File: src/hw/rtl/nsf_pkg.sv
// Package for the NMEA sentence framer: sizes, character codes, event kinds,
// the result word type and the hex digit decoder. No dependencies.
`timescale 1ns / 1ps
`default_nettype none

package nsf_pkg;

    // Sentence length limit and derived widths
    localparam int MAX_SENTENCE = 128;
    localparam int CNT_W        = $clog2(MAX_SENTENCE + 1);
    localparam int BYTE_W       = 8;
    localparam int OUT_W        = 7;

    // Character codes
    localparam logic [BYTE_W-1:0] CHAR_DOLLAR = 8'h24;
    localparam logic [BYTE_W-1:0] CHAR_CR     = 8'h0D;
    localparam logic [BYTE_W-1:0] CHAR_LF     = 8'h0A;
    localparam logic [BYTE_W-1:0] CHAR_NUL    = 8'h00;
    localparam logic [BYTE_W-1:0] CHAR_R      = 8'h52;
    localparam logic [BYTE_W-1:0] CHAR_M      = 8'h4D;
    localparam logic [BYTE_W-1:0] CHAR_C      = 8'h43;
    localparam logic [BYTE_W-1:0] CHAR_G      = 8'h47;
    localparam logic [BYTE_W-1:0] CHAR_S      = 8'h53;
    localparam logic [BYTE_W-1:0] CHAR_V      = 8'h56;

    // Event kinds reported with each result word
    typedef enum logic [2:0] {
        KIND_IGNORED  = 3'd0,
        KIND_START    = 3'd1,
        KIND_STORED   = 3'd2,
        KIND_COMPLETE = 3'd3,
        KIND_BAD_CHAR = 3'd4,
        KIND_OVERFLOW = 3'd5
    } t_kind;

    // Sentence type codes
    typedef enum logic [1:0] {
        TYPE_OTHER = 2'd0,
        TYPE_RMC   = 2'd1,
        TYPE_GSV   = 2'd2
    } t_stype;

    // One result word
    typedef struct packed {
        t_kind             event_kind;
        logic [OUT_W-1:0]  byte_value;
        logic [OUT_W-1:0]  byte_index;
        logic [OUT_W-1:0]  sentence_length;
        logic              checksum_ok;
        t_stype            sentence_type;
    } t_result;

    // Decode one ASCII hex digit: bit 4 flags a valid digit
    function automatic logic [4:0] hex_digit(input logic [BYTE_W-1:0] c);
        logic [4:0] r;
        r = 5'd0;
        if (c >= 8'h30 && c <= 8'h39) begin
            r = {1'b1, 4'(c - 8'h30)};
        end else if (c >= 8'h41 && c <= 8'h46) begin
            r = {1'b1, 4'(c - 8'h37)};
        end else if (c >= 8'h61 && c <= 8'h66) begin
            r = {1'b1, 4'(c - 8'h57)};
        end
        return r;
    endfunction

endpackage

`default_nettype wire

File: src/hw/rtl/nsf_input_reg.sv
// Input stage of the NMEA sentence framer: holds one received byte word.
// Depends on nsf_pkg.
`timescale 1ns / 1ps
`default_nettype none

module nsf_input_reg (
    input  wire logic                      i_clk,
    input  wire logic                      i_rst_n,
    input  wire logic                      i_valid,
    output logic                           o_ready,
    input  wire logic [nsf_pkg::BYTE_W-1:0] i_byte,
    output logic                           o_valid,
    input  wire logic                      i_advance,
    output logic [nsf_pkg::BYTE_W-1:0]     o_byte
);
    import nsf_pkg::*;

    logic              r_valid;
    logic [BYTE_W-1:0] r_byte;

    // Take a word when empty or when the held one moves on
    assign o_ready = !r_valid || i_advance;

    always_ff @(posedge i_clk) begin
        if (!i_rst_n) begin
            r_valid <= 1'b0;
        end else if (o_ready) begin
            r_valid <= i_valid;
        end
    end

    // Hold payload until replaced
    always_ff @(posedge i_clk) begin
        if (o_ready && i_valid) begin
            r_byte <= i_byte;
        end
    end

    assign o_valid = r_valid;
    assign o_byte  = r_byte;

endmodule

`default_nettype wire

File: src/hw/rtl/nsf_framer.sv
// Sentence state and per-byte decision logic of the NMEA sentence framer.
// Depends on nsf_pkg.
`timescale 1ns / 1ps
`default_nettype none

module nsf_framer (
    input  wire logic                       i_clk,
    input  wire logic                       i_rst_n,
    input  wire logic                       i_advance,
    input  wire logic [nsf_pkg::BYTE_W-1:0] i_byte,
    output nsf_pkg::t_result                o_result
);
    import nsf_pkg::*;

    logic              r_in_sentence, n_in_sentence;
    logic [CNT_W-1:0]  r_count,       n_count;
    logic [BYTE_W-1:0] r_xor,         n_xor;
    logic [BYTE_W-1:0] r_tail [3];
    logic [BYTE_W-1:0] n_tail [3];
    logic [BYTE_W-1:0] r_type [3];
    logic [BYTE_W-1:0] n_type [3];

    logic [CNT_W-1:0]  count_inc;
    logic [1:0]        type_sel;
    logic [4:0]        hex_hi, hex_lo;
    logic [BYTE_W-1:0] body_xor;
    t_result           res;

    assign count_inc = r_count + CNT_W'(1);
    assign type_sel  = 2'(r_count - CNT_W'(2));
    assign hex_hi    = hex_digit(r_tail[1]);
    assign hex_lo    = hex_digit(r_tail[2]);
    // XOR of everything before the last three characters
    assign body_xor  = r_xor ^ r_tail[0] ^ r_tail[1] ^ r_tail[2];

    // Decide the event and next state for the current byte
    always_comb begin
        n_in_sentence = r_in_sentence;
        n_count       = r_count;
        n_xor         = r_xor;
        n_tail        = r_tail;
        n_type        = r_type;
        res           = '0;
        res.event_kind    = KIND_IGNORED;
        res.sentence_type = TYPE_OTHER;

        if (i_byte == CHAR_DOLLAR) begin
            // start or restart: clear the sentence
            n_in_sentence  = 1'b1;
            n_count        = '0;
            n_xor          = '0;
            n_tail         = '{default: '0};
            n_type         = '{default: '0};
            res.event_kind = KIND_START;
        end else if (!r_in_sentence) begin
            res.event_kind = KIND_IGNORED;
        end else if (i_byte == CHAR_CR) begin
            // end of sentence: report length, checksum and type
            n_in_sentence       = 1'b0;
            res.event_kind      = KIND_COMPLETE;
            res.sentence_length = OUT_W'(r_count);
            if (r_count >= CNT_W'(3) && hex_hi[4] && hex_lo[4]
                && body_xor == {hex_hi[3:0], hex_lo[3:0]}) begin
                res.checksum_ok = 1'b1;
            end
            if (r_count >= CNT_W'(5)) begin
                if (r_type[0] == CHAR_R && r_type[1] == CHAR_M && r_type[2] == CHAR_C) begin
                    res.sentence_type = TYPE_RMC;
                end else if (r_type[0] == CHAR_G && r_type[1] == CHAR_S
                             && r_type[2] == CHAR_V) begin
                    res.sentence_type = TYPE_GSV;
                end
            end
        end else if (i_byte == CHAR_LF || i_byte == CHAR_NUL || i_byte[BYTE_W-1]) begin
            // drop the sentence on a bad character
            n_in_sentence  = 1'b0;
            res.event_kind = KIND_BAD_CHAR;
        end else begin
            // store a payload byte
            res.byte_value = i_byte[OUT_W-1:0];
            res.byte_index = OUT_W'(r_count);
            n_xor          = r_xor ^ i_byte;
            n_tail[0]      = r_tail[1];
            n_tail[1]      = r_tail[2];
            n_tail[2]      = i_byte;
            if (r_count >= CNT_W'(2) && r_count <= CNT_W'(4)) begin
                n_type[type_sel] = i_byte;
            end
            n_count = count_inc;
            if (count_inc >= CNT_W'(MAX_SENTENCE)) begin
                n_in_sentence  = 1'b0;
                res.event_kind = KIND_OVERFLOW;
            end else begin
                res.event_kind = KIND_STORED;
            end
        end
    end

    // Advance sentence state when the word moves to the output
    always_ff @(posedge i_clk) begin
        if (!i_rst_n) begin
            r_in_sentence <= 1'b0;
            r_count       <= '0;
            r_xor         <= '0;
            r_tail        <= '{default: '0};
            r_type        <= '{default: '0};
        end else if (i_advance) begin
            r_in_sentence <= n_in_sentence;
            r_count       <= n_count;
            r_xor         <= n_xor;
            r_tail        <= n_tail;
            r_type        <= n_type;
        end
    end

    assign o_result = res;

endmodule

`default_nettype wire

File: src/hw/rtl/nsf_output_reg.sv
// Output stage of the NMEA sentence framer: holds one result word.
// Depends on nsf_pkg.
`timescale 1ns / 1ps
`default_nettype none

module nsf_output_reg (
    input  wire logic             i_clk,
    input  wire logic             i_rst_n,
    input  wire logic             i_valid,
    output logic                  o_free,
    input  wire nsf_pkg::t_result i_result,
    output logic                  o_valid,
    input  wire logic             i_ready,
    output nsf_pkg::t_result      o_result
);
    import nsf_pkg::*;

    logic    r_valid;
    t_result r_result;

    // Free when empty or being drained this cycle
    assign o_free = !r_valid || i_ready;

    always_ff @(posedge i_clk) begin
        if (!i_rst_n) begin
            r_valid <= 1'b0;
        end else if (o_free) begin
            r_valid <= i_valid;
        end
    end

    // Load a new result word
    always_ff @(posedge i_clk) begin
        if (o_free && i_valid) begin
            r_result <= i_result;
        end
    end

    assign o_valid  = r_valid;
    assign o_result = r_result;

endmodule

`default_nettype wire

File: src/hw/rtl/nmea_sentence_framer.sv
// Top level of the NMEA sentence framer: input stage, framer logic, output stage.
// Depends on nsf_pkg, nsf_input_reg, nsf_framer and nsf_output_reg.
//
//   channel  | valid       | ready        | payload
//   ---------+-------------+--------------+-------------------------------------
//   rx in    | i_rx_valid  | o_rx_ready   | i_rx_byte
//   event out| o_ev_valid  | i_ev_ready   | o_event_kind .. o_sentence_type
//
// One byte word per cycle unless the output stalls; a result is loaded into the
// output stage as its byte leaves the input stage. The nsf_framer state update
// sets the rate. A stalled output holds its word; an empty input stage takes one
// more byte. Synchronous active-low reset returns the framer to hunting for '$'.
`timescale 1ns / 1ps
`default_nettype none

module nmea_sentence_framer (
    input  wire logic                       i_clk,
    input  wire logic                       i_rst_n,
    input  wire logic                       i_rx_valid,
    output logic                            o_rx_ready,
    input  wire logic [nsf_pkg::BYTE_W-1:0] i_rx_byte,
    output logic                            o_ev_valid,
    input  wire logic                       i_ev_ready,
    output logic [2:0]                      o_event_kind,
    output logic [nsf_pkg::OUT_W-1:0]       o_byte_value,
    output logic [nsf_pkg::OUT_W-1:0]       o_byte_index,
    output logic [nsf_pkg::OUT_W-1:0]       o_sentence_length,
    output logic                            o_checksum_ok,
    output logic [1:0]                      o_sentence_type
);
    import nsf_pkg::*;

    logic              stage_valid;
    logic              out_free;
    logic              advance;
    logic [BYTE_W-1:0] stage_byte;
    t_result           frame_result;
    t_result           out_result;

    // Move the held byte when the output stage can take its result
    assign advance = stage_valid && out_free;

    nsf_input_reg u_input (
        .i_clk     (i_clk),
        .i_rst_n   (i_rst_n),
        .i_valid   (i_rx_valid),
        .o_ready   (o_rx_ready),
        .i_byte    (i_rx_byte),
        .o_valid   (stage_valid),
        .i_advance (advance),
        .o_byte    (stage_byte)
    );

    nsf_framer u_framer (
        .i_clk     (i_clk),
        .i_rst_n   (i_rst_n),
        .i_advance (advance),
        .i_byte    (stage_byte),
        .o_result  (frame_result)
    );

    nsf_output_reg u_output (
        .i_clk    (i_clk),
        .i_rst_n  (i_rst_n),
        .i_valid  (stage_valid),
        .o_free   (out_free),
        .i_result (frame_result),
        .o_valid  (o_ev_valid),
        .i_ready  (i_ev_ready),
        .o_result (out_result)
    );

    // Unpack the result word onto the ports
    assign o_event_kind      = out_result.event_kind;
    assign o_byte_value      = out_result.byte_value;
    assign o_byte_index      = out_result.byte_index;
    assign o_sentence_length = out_result.sentence_length;
    assign o_checksum_ok     = out_result.checksum_ok;
    assign o_sentence_type   = out_result.sentence_type;

endmodule

`default_nettype wire
File: config.mk
export PLATFORM = sky130hd
export DESIGN_NAME = nmea_sentence_framer
export DESIGN_NICKNAME = d
export VERILOG_FILES = /design/src/hw/rtl/nsf_pkg.sv /design/src/hw/rtl/nsf_input_reg.sv /design/src/hw/rtl/nsf_framer.sv /design/src/hw/rtl/nsf_output_reg.sv /design/src/hw/rtl/nmea_sentence_framer.sv
export SDC_FILE = /design/constraint.sdc
export NUM_CORES = 1
export LEC_CHECK = 0
export ABC_AREA = 1
export BUFFER_PORTS_ARGS = -buffer_cell sky130_fd_sc_hd__buf_2
export CAP_MARGIN = 20
export CORE_MARGIN = 3
export CORE_UTILIZATION = 30
export CTS_CLUSTER_SIZE = 12
export DETAILED_ROUTE_END_ITERATION = 8
export PLACE_DENSITY_LB_ADDON = 0.2
export SETUP_SLACK_MARGIN = 0.4
export SYNTH_ARGS = -nofsm -noshare
export SYNTH_HDL_FRONTEND = slang
export SYNTH_HIERARCHICAL = 1
export SYNTH_SLANG_ARGS = --single-unit
File: constraint.sdc
create_clock -name i_clk -period 3.7 [get_ports i_clk]
set_input_delay 0.185 -clock i_clk [delete_from_list [all_inputs] [get_ports i_clk]]
set_output_delay 0.185 -clock i_clk [all_outputs]
set_load 0.005 [all_outputs]
==> results of run 1 <==
through the flow:
stage | hold slack [ps] | total power, uW | util | area (um2) | setup WS [ps]
2_1_floorplan | 284 | 1270 | - | 5120 | 1490
3_3_place_gp | 371 | 1310 | 0.329 | 5470 | 1170
3_5_place_dp | 363 | 1310 | 0.329 | 5470 | 1120
4_1_cts | 2.41 | 2350 | 0.350 | 5830 | 1100
5_1_grt | 2.98 | 2400 | 0.350 | 5830 | 841
6_report | 12.9 | 2320 | 0.350 | 5830 | 1100
critical path: cells and delay by family, from the launching register on:
family | cells | cell delay [ps]
AND/OR/NAND/NOR | 7 | 1550
flip-flops | 1 | 560
buffers and inverters | 1 | 240
AO/OA/AOI/OAI | 1 | 80
path summary, 6_finish.rpt:
check	end	slack, ps
worst max-delay path	u_framer/r_type[8]$_SDFFE_PN0P_	1100
worst min-delay path	u_input/o_byte[7]$_DFFE_PP_	10
worst min register to register	u_framer/r_type[7]$_SDFFE_PN0P_	430
worst max register to register	u_framer/r_type[8]$_SDFFE_PN0P_	1100
per-layer routing:
layer	global-route usage	share of wire
met5	0	0
met4	0.0582	0.024
met3	0.0393	0.056
met2	0.230	0.45
met1	0.199	0.47
report_power, final:
part	leakage (uW)	switching, uW	internal (uW)
registers	0.000887	15.6	1180
clock network	0.000156	438	595
logic	0.00119	63.7	27.4
total	0.00223	518	1800
synth_stat cells, drive strengths merged:
| library cell | number | area (um2) |
|---|---|---|
| xor2 | 8 | 70.1 |
| nor2 | 60 | 282 |
| nand3b | 5 | 41.3 |
| o21ai | 38 | 190 |
| xnor3 | 1 | 22.5 |
| or2 | 5 | 31.3 |
| dfxtp | 67 | 1340 |
| nand3 | 35 | 190 |
| edfxtp | 35 | 1050 |
| buf | 15 | 110 |
| a211oi | 1 | 7.51 |
| o31ai | 1 | 7.51 |
| inv | 74 | 278 |
| a21oi | 67 | 343 |
| nor4 | 5 | 31.3 |
| nor3 | 19 | 100 |
| o21a | 3 | 22.5 |
| xnor2 | 7 | 61.3 |
| nand2 | 140 | 538 |
| ha | 10 | 125 |
| and3 | 1 | 6.26 |
| clkbuf | 12 | 45.0 |
| nand4 | 33 | 221 |
flip-flops by register name, indices dropped and copies added, names as in the netlist:
register and count:
u_framer/r_type 24, u_framer/r_tail 24, u_output/o_valid 1, u_framer/r_in_sentence 1, u_framer/r_xor 8, u_input/o_byte 8, u_input/o_valid 1, u_output/o_result 27
u_framer/r_count 8
cells by family (layout without fill, tap and decap cells):
family                   count (synthesis)  count (layout)  share of synthesized area
XOR/XNOR                                16              16                     0.0301
flip-flops                             102             102                      0.468
adder cells (fa/ha/maj)                 10              10                     0.0245
AND/OR/NAND/NOR                        303             303                      0.282
buffers and inverters                  101             138                     0.0846
AO/OA/AOI/OAI                          110             110                      0.112
final cells by class:
type | instances | area, um2 | share of cell area
well taps | 220 | 275 | 0.0472
clock inverters | 7 | 95.1 | 0.0163
inverters | 74 | 278 | 0.0476
multi-input cells | 439 | 2290 | 0.394
clock buffers | 9 | 225 | 0.0386
flip-flops and latches | 102 | 2390 | 0.410
repair buffers | 48 | 270 | 0.0464
what timing repair did:
| action | in CTS | in global routing |
|---|---|---|
| endpoints found under the hold margin | 4 | 0 |
| resized for setup | 0 | 0 |
| hold buffers | 4 | 0 |
==> impl_results.html, run 1 <==
<table>
<tr><th>Metric</th><th>Value</th></tr>
<tr><th colspan="2">Timing</th></tr>
<tr><td>Maximum clock frequency</td><td>about 380 MHz</td></tr>
<tr><td>Final hold vios</td><td>0</td></tr>
<tr><td>Skew final</td><td>7.75 ps</td></tr>
<tr><td>Max-slew violation count</td><td>0</td></tr>
<tr><td>Summed negative setup slack over all endpoints</td><td>0 ps</td></tr>
<tr><td>Actual slew at the worst max-slew pin</td><td>1020 ps</td></tr>
<tr><td>Final worst-path cycle share</td><td>0.704</td></tr>
<tr><td>RSZ-0062 raised after global routing</td><td>no</td></tr>
<tr><td>Worst relative slew slack</td><td>0.323</td></tr>
<tr><td>Post-layout minimum cycle time</td><td>2600 ps</td></tr>
<tr><td>Final setup violating endpoints</td><td>0</td></tr>
<tr><th colspan="2">Logic synthesis</th></tr>
<tr><td>Synthesized netlist net count</td><td>around 660</td></tr>
<tr><td>Sequential element share of the synthesized area</td><td>0.468</td></tr>
<tr><td>Warnings from Yosys</td><td>6</td></tr>
<tr><td>Post-synthesis sequential element count</td><td>102</td></tr>
<tr><td>Gate count of the mapped netlist</td><td>642</td></tr>
<tr><td>Post-synthesis instance area</td><td>5120 um2</td></tr>
<tr><td>Count of unique library cells instantiated by Yosys</td><td>37</td></tr>
<tr><td>Syn Area/Cell</td><td>roughly 8.0 um2</td></tr>
<tr><th colspan="2">GRT</th></tr>
<tr><td>Aggregate global routing overflow</td><td>0</td></tr>
<tr><td>Number of antenna violations at the first check in global routing</td><td>0</td></tr>
<tr><td>Overall routing resource usage</td><td>0.149</td></tr>
<tr><td>Largest net degree at the start of global routing</td><td>55</td></tr>
<tr><td>Vias in the first global route</td><td>4,024</td></tr>
<tr><td>Wire length of the first global-routing pass</td><td>21.6 mm</td></tr>
<tr><th colspan="2">Routing</th></tr>
<tr><td>Vias post-DR</td><td>4,375</td></tr>
<tr><td>Iter 0 DRT Violations</td><td>about 350</td></tr>
<tr><td>Number of DRC violations after detailed routing</td><td>0</td></tr>
<tr><td>Detailed-route vias per instance</td><td>~5</td></tr>
<tr><td>Drt wl/cell</td><td>14.8 um</td></tr>
<tr><td>Number of search-and-repair iterations in the first detailed-routing pass</td><td>5</td></tr>
<tr><td>Final WL</td><td>13.3 mm</td></tr>
<tr><td>Number of routed nets with antenna violations</td><td>0</td></tr>
<tr><th colspan="2">Final layout</th></tr>
<tr><td>Final antenna diode count</td><td>0</td></tr>
<tr><td>Area added between synthesis and finish</td><td>14.0%</td></tr>
<tr><td>Ratio of cells with drive above 1 in the final layout</td><td>0.134</td></tr>
<tr><td>Count of fill cells added during filler insertion</td><td>between 1,500 and 2,000</td></tr>
<tr><td>Final nets</td><td>696</td></tr>
<tr><td>Final Non-Filler Cells</td><td>899</td></tr>
<tr><td>Most frequent cells in the layout</td><td>135 x nand2_1, 67 x inv_1, 67 x dfxtp_1</td></tr>
<tr><td>Most common cell after layout, fill and taps aside</td><td>nand2_1</td></tr>
<tr><th colspan="2">Worst setup path</th></tr>
<tr><td>Worst-path maximum fanout</td><td>34</td></tr>
<tr><td>Launching point of the worst reg2reg path</td><td>u_input/o_byte[0]$_DFFE_PP_</td></tr>
<tr><td>Startpoint kind of the worst setup timing path</td><td>register</td></tr>
<tr><td>Endpoint required time on the critical path</td><td>3890 ps</td></tr>
<tr><td>Worst-case reg-to-reg path depth</td><td>9</td></tr>
<tr><td>Slowest stage delay, CP</td><td>around 560 ps</td></tr>
<tr><td>Crit Path Class</td><td>register to register</td></tr>
<tr><td>Cell breakdown of the critical path</td><td>nor2_4, nand4_4, nand2_1, nand2_1, buf_4, nor2_8, nand3_1, nand2_1, a21oi_1</td></tr>
<tr><td>Top cell by count, worst path</td><td>nand2_1</td></tr>
<tr><td>Launching element of the worst setup path</td><td>u_input/o_byte[0]$_DFFE_PP_</td></tr>
<tr><td>Slowest cell on crit path</td><td>edfxtp_1</td></tr>
<tr><td>Endpoint type of the worst setup path</td><td>register</td></tr>
<tr><td>Crit path arrival time</td><td>2800 ps</td></tr>
<tr><th colspan="2">Placement</th></tr>
<tr><td>Number of buffers added on ports</td><td>40</td></tr>
<tr><td>Placer Congestion</td><td>0.873</td></tr>
<tr><td>DPL Wire Length</td><td>~9.4 mm</td></tr>
<tr><td>Post-placement cell count</td><td>879</td></tr>
<tr><th colspan="2">Floorplanning</th></tr>
<tr><td>Starting density of the core</td><td>0.307</td></tr>
<tr><td>Row Count</td><td>47</td></tr>
<tr><td>Die X-Extent</td><td>between 100 and 150 um</td></tr>
<tr><td>Std-Cell Core Area</td><td>16,600 um2</td></tr>
<tr><td>Top-level port count</td><td>41</td></tr>
<tr><td>Die span in y</td><td>137 um</td></tr>
<tr><td>Full die area</td><td>18,700 um2</td></tr>
<tr><th colspan="2">Power and ir drop</th></tr>
<tr><td>Largest voltage drop on the vdd net</td><td>0.000257 V</td></tr>
<tr><td>Leakage power</td><td>around 0.0022 uW</td></tr>
<tr><td>Power density over the cells</td><td>between 300 and 400 nW/um2</td></tr>
<tr><th colspan="2">Clock network</th></tr>
<tr><td>Postcts setup bufs</td><td>0</td></tr>
<tr><td>Number of H-tree levels</td><td>3</td></tr>
<tr><td>Number of clock buffers inserted by TritonCTS</td><td>9</td></tr>
<tr><td>Worst-skew pair later-pin latency</td><td>about 360 ps</td></tr>
<tr><td>Clock sink total</td><td>102</td></tr>
<tr><td>Library cell used as clock root buffer</td><td>clkbuf_16</td></tr>
<tr><td>Clock tree from TritonCTS</td><td>built</td></tr>
<tr><td>CTS Buffer Depth</td><td>2</td></tr>
<tr><td>Clock-pin slew reported for the worst setup and hold paths after clock tree synthesis</td><td>approximately 70 ps</td></tr>
<tr><th colspan="2">Run</th></tr>
<tr><td>Max cap viols</td><td>0</td></tr>
<tr><th colspan="2">Hold path</th></tr>
<tr><td>Type of the worst min-delay path</td><td>input pin to register</td></tr>
<tr><td>Worst Hold Path Cells</td><td>1</td></tr>
<tr><td>Worst min-delay path startpoint</td><td>i_rx_byte[7]</td></tr>
<tr><th colspan="2">Status</th></tr>
<tr><td>Run status</td><td>finished, final reports clean</td></tr>
</table>
Power figures use the tool's default switching activity.
==> run 2: changes to the inputs <==
==> constraint.sdc (replaced) <==
create_clock -name i_clk -period 2.2 [get_ports i_clk]
set_input_delay 0.11 -clock i_clk [delete_from_list [all_inputs] [get_ports i_clk]]
set_output_delay 0.11 -clock i_clk [all_outputs]
set_load 0.005 [all_outputs]
==> impl_results.html, run 2 (synthesis gave the netlist of run 1 again) <==
<table>
<tr><th>Metric</th><th>Value</th></tr>
<tr><th colspan="2">GRT</th></tr>
<tr><td>Vias in the first global route</td><td>approximately 4,300</td></tr>
<tr><td>Aggregate global routing overflow</td><td>0</td></tr>
<tr><td>Number of antenna violations at the first check in global routing</td><td>0</td></tr>
<tr><td>Largest net degree at the start of global routing</td><td>55</td></tr>
<tr><td>Wire length of the first global-routing pass</td><td>22.2 mm</td></tr>
<tr><td>Overall routing resource usage</td><td>0.153</td></tr>
<tr><th colspan="2">Floorplanning</th></tr>
<tr><td>Starting density of the core</td><td>0.307</td></tr>
<tr><td>Die span in y</td><td>137 um</td></tr>
<tr><td>Row Count</td><td>47</td></tr>
<tr><td>Die X-Extent</td><td>137 um</td></tr>
<tr><td>Std-Cell Core Area</td><td>16,600 um2</td></tr>
<tr><td>Top-level port count</td><td>41</td></tr>
<tr><td>Full die area</td><td>18,700 um2</td></tr>
<tr><th colspan="2">Timing</th></tr>
<tr><td>Maximum clock frequency</td><td>557 MHz</td></tr>
<tr><td>RSZ-0062 raised after global routing</td><td>yes</td></tr>
<tr><td>Final worst-path cycle share</td><td>0.816</td></tr>
<tr><td>Final hold vios</td><td>0</td></tr>
<tr><td>Summed negative setup slack over all endpoints</td><td>0 ps</td></tr>
<tr><td>Max-slew violation count</td><td>0</td></tr>
<tr><td>Worst relative slew slack</td><td>0.599</td></tr>
<tr><td>Post-layout minimum cycle time</td><td>1800 ps</td></tr>
<tr><td>Final setup violating endpoints</td><td>0</td></tr>
<tr><td>Actual slew at the worst max-slew pin</td><td>between 600 and 700 ps</td></tr>
<tr><td>Skew final</td><td>slightly above 9 ps</td></tr>
<tr><td>Final Worst Setup Slack</td><td>405 ps</td></tr>
<tr><th colspan="2">Placement</th></tr>
<tr><td>Placer Congestion</td><td>approximately 0.86</td></tr>
<tr><td>Placed instance area</td><td>5630 um2</td></tr>
<tr><td>Post-place setup slack</td><td>approximately 170 ps</td></tr>
<tr><td>DPL Wire Length</td><td>9.49 mm</td></tr>
<tr><td>Number of buffers added on ports</td><td>40</td></tr>
<tr><th colspan="2">Clock network</th></tr>
<tr><td>Library cell used as clock root buffer</td><td>clkbuf_16</td></tr>
<tr><td>Clock sink total</td><td>102</td></tr>
<tr><td>Clock-pin slew reported for the worst setup and hold paths after clock tree synthesis</td><td>60 ps</td></tr>
<tr><td>Number of H-tree levels</td><td>3</td></tr>
<tr><td>CTS Buffer Depth</td><td>2</td></tr>
<tr><td>Worst-skew pair later-pin latency</td><td>350 ps</td></tr>
<tr><td>Clock tree from TritonCTS</td><td>built</td></tr>
<tr><td>Number of clock buffers inserted by TritonCTS</td><td>9</td></tr>
<tr><th colspan="2">Routing</th></tr>
<tr><td>Iter 0 DRT Violations</td><td>237</td></tr>
<tr><td>Number of DRC violations after detailed routing</td><td>0</td></tr>
<tr><td>Number of search-and-repair iterations in the first detailed-routing pass</td><td>5</td></tr>
<tr><td>Drt wl/cell</td><td>14.3 um</td></tr>
<tr><td>Vias post-DR</td><td>4,501</td></tr>
<tr><td>Number of routed nets with antenna violations</td><td>0</td></tr>
<tr><td>Detailed-route vias per instance</td><td>4.74</td></tr>
<tr><td>Final WL</td><td>between 10 and 15 mm</td></tr>
<tr><th colspan="2">Worst setup path</th></tr>
<tr><td>Crit path arrival time</td><td>2000 ps</td></tr>
<tr><td>Slowest cell on crit path</td><td>edfxtp_1</td></tr>
<tr><td>Cell breakdown of the critical path</td><td>buf_4, xnor2_1, nand3_2, nand3_4, nor2_4, nand3_4, nand2_1, a21oi_1</td></tr>
<tr><td>Top cell by count, worst path</td><td>nand3_4</td></tr>
<tr><td>Slowest stage delay, CP</td><td>470 ps</td></tr>
<tr><td>Endpoint type of the worst setup path</td><td>register</td></tr>
<tr><td>Worst-path maximum fanout</td><td>8</td></tr>
<tr><td>Launching element of the worst setup path</td><td>u_input/o_byte[1]$_DFFE_PP_</td></tr>
<tr><td>Launching point of the worst reg2reg path</td><td>u_input/o_byte[1]$_DFFE_PP_</td></tr>
<tr><td>Endpoint required time on the critical path</td><td>between 2000 and 2500 ps</td></tr>
<tr><td>Startpoint kind of the worst setup timing path</td><td>register</td></tr>
<tr><td>Crit Path Class</td><td>register to register</td></tr>
<tr><th colspan="2">Final layout</th></tr>
<tr><td>Final antenna diode count</td><td>0</td></tr>
<tr><td>Most common cell after layout, fill and taps aside</td><td>nand2_1</td></tr>
<tr><td>Count of fill cells added during filler insertion</td><td>1,651</td></tr>
<tr><td>Ratio of cells with drive above 1 in the final layout</td><td>0.258</td></tr>
<tr><td>Area added between synthesis and finish</td><td>27.0%</td></tr>
<tr><td>Most frequent cells in the layout</td><td>121 x nand2_1, 60 x inv_1, 60 x dfxtp_1</td></tr>
<tr><td>Cell area after layout</td><td>between 6000 and 7000 um2</td></tr>
<tr><td>Final nets</td><td>747</td></tr>
<tr><td>Largest register FFs</td><td>27</td></tr>
<tr><th colspan="2">Power and ir drop</th></tr>
<tr><td>Largest voltage drop on the vdd net</td><td>0.000461 V</td></tr>
<tr><td>Power density over the cells</td><td>583 nW/um2</td></tr>
<tr><td>Pwr Total</td><td>3790 uW</td></tr>
<tr><td>Leakage power</td><td>0.00252 uW</td></tr>
<tr><th colspan="2">Status</th></tr>
<tr><td>Run status</td><td>finished, final reports clean</td></tr>
<tr><th colspan="2">Hold path</th></tr>
<tr><td>Worst min-delay path startpoint</td><td>i_ev_ready</td></tr>
<tr><td>Type of the worst min-delay path</td><td>input pin to register</td></tr>
<tr><th colspan="2">Run</th></tr>
<tr><td>Max cap viols</td><td>0</td></tr>
</table>
-- run 2: power breakdown --
group          total, uW  leakage (uW)  switching, uW  internal, uW
logic                206       0.00148            130          76.4
registers           2000      0.000892           19.6          1980
clock network       1580      0.000147            701           882
-- run 2: what timing repair did --
action | in CTS | in global routing
hold endpoints to repair | 8 | 0
setup buffers | 5 | 19
endpoints found under the setup margin | 60 | 78
hold buffers | 8 | 0
resized for setup | 25 | 58
pin swaps | 5 | 21
cloned | 2 | 0
-- run 2: metal layers --
| metal | wire length [um] | GRT usage | vias up | part of all wire |
|---|---|---|---|---|
| met5 | 0 | 0 | - | 0 |
| met3 | 554 | 0.0364 | 22 | 0.041 |
| met1 | 6520 | 0.210 | 2092 | 0.48 |
| li1 | - | - | 2304 | - |
| met2 | 6290 | 0.236 | 83 | 0.46 |
| met4 | 244 | 0.0493 | 0 | 0.018 |
-- run 2: area by class of cell --
class	instances	area, um2	share of cell area
Sequential cell	102	2410	0.371
Clock inverter	6	62.6	0.00963
Multi-Input combinational cell	441	2540	0.390
Timing Repair Buffer	97	707	0.109
Tap cell	220	275	0.0424
Clock buffer	10	229	0.0352
Inverter	74	280	0.0431
-- run 2: final timing paths --
check / to / slack [ps] / depth (start not counted)
setup / recovery: u_framer/r_type[9]$_SDFFE_PN0P_ / 400 / 8
hold reg to reg: u_framer/r_xor[7]$_SDFFE_PN0P_ / 440 / 2
hold / removal: u_output/o_valid$_SDFFE_PN0P_ / 30 / 4
setup reg to reg: u_framer/r_type[9]$_SDFFE_PN0P_ / 400 / 8
-- run 2: worst max-delay path, delay by kind of cell, from the launching register on --
family | cells | cell delay [ps]
AO/OA/AOI/OAI | 1 | 60
XOR/XNOR | 1 | 120
buffers and inverters | 1 | 180
flip-flops | 1 | 470
AND/OR/NAND/NOR | 5 | 820
-- run 2: metrics by stage --
step / std cells / hold WS, ps / utilization
after floorplan: 642 / 209 / -
after detailed placement: 900 / 292 / 0.338
after global routing: 950 / 25.4 / 0.390
after global placement: 900 / 289 / 0.338
final: 950 / 30.7 / 0.390
after CTS: 931 / 18.3 / 0.370
==> run 3: changes to the inputs <==
==> constraint.sdc (replaced) <==
create_clock -name i_clk -period 1.66 [get_ports i_clk]
set_input_delay 0.083 -clock i_clk [delete_from_list [all_inputs] [get_ports i_clk]]
set_output_delay 0.083 -clock i_clk [all_outputs]
set_load 0.005 [all_outputs]
==> impl_results.html, run 3 (synthesis gave the netlist of run 1 again) <==
<table>
<tr><th>Metric</th><th>Value</th></tr>
<tr><th colspan="2">Floorplanning</th></tr>
<tr><td>Row Count</td><td>47</td></tr>
<tr><td>Top-level port count</td><td>41</td></tr>
<tr><td>Die X-Extent</td><td>137 um</td></tr>
<tr><td>Starting density of the core</td><td>0.307</td></tr>
<tr><td>Die span in y</td><td>137 um</td></tr>
<tr><td>Std-Cell Core Area</td><td>between 15,000 and 20,000 um2</td></tr>
<tr><td>Full die area</td><td>18,700 um2</td></tr>
<tr><th colspan="2">Worst setup path</th></tr>
<tr><td>Worst-case reg-to-reg path depth</td><td>10</td></tr>
<tr><td>Cell breakdown of the critical path</td><td>buf_6, nand4_1, nor2_4, inv_4, nand3_4, nor2_8, nand3_2, buf_8, nand2_1, a21oi_1</td></tr>
<tr><td>Termination of the worst setup path</td><td>u_framer/r_type[11]$_SDFFE_PN0P_</td></tr>
<tr><td>Launching point of the worst reg2reg path</td><td>u_input/o_byte[3]$_DFFE_PP_</td></tr>
<tr><td>Slowest cell on crit path</td><td>edfxtp_1</td></tr>
<tr><td>Startpoint kind of the worst setup timing path</td><td>register</td></tr>
<tr><td>Endpoint type of the worst setup path</td><td>register</td></tr>
<tr><td>Crit Path Class</td><td>register to register</td></tr>
<tr><td>Slack of the worst reg-to-reg path</td><td>-160 ps</td></tr>
<tr><td>Endpoint of the worst register-to-register path</td><td>u_framer/r_type[11]$_SDFFE_PN0P_</td></tr>
<tr><td>Crit path arrival time</td><td>2060 ps</td></tr>
<tr><td>Launching element of the worst setup path</td><td>u_input/o_byte[3]$_DFFE_PP_</td></tr>
<tr><td>Slowest stage delay, CP</td><td>440 ps</td></tr>
<tr><td>Endpoint required time on the critical path</td><td>1900 ps</td></tr>
<tr><td>Worst-path maximum fanout</td><td>8</td></tr>
<tr><th colspan="2">Timing</th></tr>
<tr><td>Actual slew at the worst max-slew pin</td><td>398 ps</td></tr>
<tr><td>RSZ-0062 raised after global routing</td><td>yes</td></tr>
<tr><td>Final setup violating endpoints</td><td>slightly below 80</td></tr>
<tr><td>Post-layout minimum cycle time</td><td>1820 ps</td></tr>
<tr><td>Final Worst Setup Slack</td><td>-160 ps</td></tr>
<tr><td>Final hold vios</td><td>0</td></tr>
<tr><td>Final worst-path cycle share</td><td>1.10</td></tr>
<tr><td>Worst relative slew slack</td><td>0.733</td></tr>
<tr><td>Skew final</td><td>7.90 ps</td></tr>
<tr><td>Max-slew violation count</td><td>0</td></tr>
<tr><td>Maximum clock frequency</td><td>549 MHz</td></tr>
<tr><th colspan="2">Final layout</th></tr>
<tr><td>Largest register FFs</td><td>27</td></tr>
<tr><td>Final antenna diode count</td><td>0</td></tr>
<tr><td>Count of fill cells added during filler insertion</td><td>1,551</td></tr>
<tr><td>Area added between synthesis and finish</td><td>52.5%</td></tr>
<tr><td>Ratio of cells with drive above 1 in the final layout</td><td>0.424</td></tr>
<tr><td>Final nets</td><td>816</td></tr>
<tr><td>Most common cell after layout, fill and taps aside</td><td>nand2_1</td></tr>
<tr><td>Most frequent cells in the layout</td><td>97 x nand2_1, 76 x buf_4, 60 x dfxtp_1</td></tr>
<tr><td>Final core utilization</td><td>0.469</td></tr>
<tr><th colspan="2">Routing</th></tr>
<tr><td>Number of DRC violations after detailed routing</td><td>0</td></tr>
<tr><td>Drt wl/cell</td><td>15.3 um</td></tr>
<tr><td>Detailed-route vias per instance</td><td>4.86</td></tr>
<tr><td>Iter 0 DRT Violations</td><td>348</td></tr>
<tr><td>Final WL</td><td>15.6 mm</td></tr>
<tr><td>Number of search-and-repair iterations in the first detailed-routing pass</td><td>5</td></tr>
<tr><td>Number of routed nets with antenna violations</td><td>0</td></tr>
<tr><td>Vias post-DR</td><td>4,950</td></tr>
<tr><th colspan="2">Power and ir drop</th></tr>
<tr><td>Pwr Total</td><td>5290 uW</td></tr>
<tr><td>Power density over the cells</td><td>just under 700 nW/um2</td></tr>
<tr><td>Largest voltage drop on the vdd net</td><td>0.000521 V</td></tr>
<tr><td>Leakage power</td><td>around 0.0031 uW</td></tr>
<tr><th colspan="2">Placement</th></tr>
<tr><td>Number of buffers added on ports</td><td>40</td></tr>
<tr><td>DPL Wire Length</td><td>around 10 mm</td></tr>
<tr><td>Placer Congestion</td><td>0.831</td></tr>
<tr><th colspan="2">Clock network</th></tr>
<tr><td>Number of H-tree levels</td><td>3</td></tr>
<tr><td>CTS Buffer Depth</td><td>2</td></tr>
<tr><td>Clock tree from TritonCTS</td><td>built</td></tr>
<tr><td>Clock-pin slew reported for the worst setup and hold paths after clock tree synthesis</td><td>70 ps</td></tr>
<tr><td>Clock sink total</td><td>approximately 100</td></tr>
<tr><td>Library cell used as clock root buffer</td><td>clkbuf_16</td></tr>
<tr><td>Number of clock buffers inserted by TritonCTS</td><td>9</td></tr>
<tr><td>Worst-skew pair later-pin latency</td><td>360 ps</td></tr>
<tr><th colspan="2">GRT</th></tr>
<tr><td>Vias in the first global route</td><td>around 4,700</td></tr>
<tr><td>Aggregate global routing overflow</td><td>0</td></tr>
<tr><td>Number of antenna violations at the first check in global routing</td><td>0</td></tr>
<tr><td>Largest net degree at the start of global routing</td><td>42</td></tr>
<tr><td>Wire length of the first global-routing pass</td><td>approximately 23 mm</td></tr>
<tr><td>Overall routing resource usage</td><td>0.160</td></tr>
<tr><th colspan="2">Hold path</th></tr>
<tr><td>Worst min-delay path startpoint</td><td>i_rx_valid</td></tr>
<tr><td>Type of the worst min-delay path</td><td>input pin to register</td></tr>
<tr><th colspan="2">Status</th></tr>
<tr><td>Violated checks</td><td>negative setup slack</td></tr>
<tr><td>Run status</td><td>finished, violations left</td></tr>
<tr><th colspan="2">Run</th></tr>
<tr><td>Max cap viols</td><td>0</td></tr>
</table>
[run 3: changes by cell type in the layout (fill, tap and decap cells not counted), sizes merged]
cell / previous run / this run
dlygate4sd3: 8 / 10
clkinv: 4 / 1
inv: 75 / 77
buf: 89 / 148
clkinvlp: 0 / 2
clkbuf: 10 / 17
[run 3: through the flow]
step	hold slack (ps)	cells	area (um2)	setup slack, ps	TNS (ps)
final	52.6	1019	7800	-160	-8000
after detailed placement	261	956	6300	-197	-3200
after global routing	54.1	1019	7800	-259	-16160
after CTS	35.1	990	6880	-73.3	-1720
after global placement	261	956	6300	-182	-1000
after floorplan	182	642	5320	0.0605	0
[run 3: metal layers]
metal | vias up | track usage | wire length [um]
li1 | 2451 | - | -
met1 | 2385 | 0.218 | 7290
met2 | 96 | 0.251 | 7440
met3 | 18 | 0.0412 | 644
met4 | 0 | 0.0465 | 227
met5 | - | 0 | 0
[run 3: how the worst min path moves through the flow]
stage / cells past startpoint / to / slack [ps]
2_1_floorplan: 0 / u_input/o_byte[0]$_DFFE_PP_ / 180
3_3_place_gp: 1 / u_input/o_byte[5]$_DFFE_PP_ / 260
3_5_place_dp: 1 / u_input/o_byte[7]$_DFFE_PP_ / 260
4_1_cts: 3 / u_input/o_valid$_SDFFE_PN0P_ / 40
5_1_grt: 3 / u_input/o_valid$_SDFFE_PN0P_ / 50
6_report: 3 / u_input/o_valid$_SDFFE_PN0P_ / 50
[run 3: timing repair]
action | CTS | global route
hold endpoints to repair | 10 | 0
setup buffers | 7 | 20
hold buffers | 10 | 0
gates resized for setup | 29 | 154
pin swaps | 9 | 53
setup endpoints to repair | 100 | 101
gates cloned | 1 | 9
[run 3: cell type report]
cell class,instances,area [um2],share of cell area
multi-input combinational,441,2980,0.382
tap,220,275,0.0353
clock inverter,7,80.1,0.0103
clock buffer,9,225,0.0289
sequential,102,2410,0.309
inverter,74,293,0.0375
timing repair buffer,166,1540,0.197
[run 3: worst max-delay path, delay by kind of cell (launching register included)]
family	cells	cell delay [ps]
flip-flops	1	440
buffers and inverters	3	400
AND/OR/NAND/NOR	6	810
AO/OA/AOI/OAI	1	60
[run 3: where the power goes]
part | leakage [uW] | internal, uW | switching [uW]
combinational | 0.00207 | 216 | 249
clock | 0.000144 | 1190 | 994
sequential | 0.000891 | 2620 | 20.2
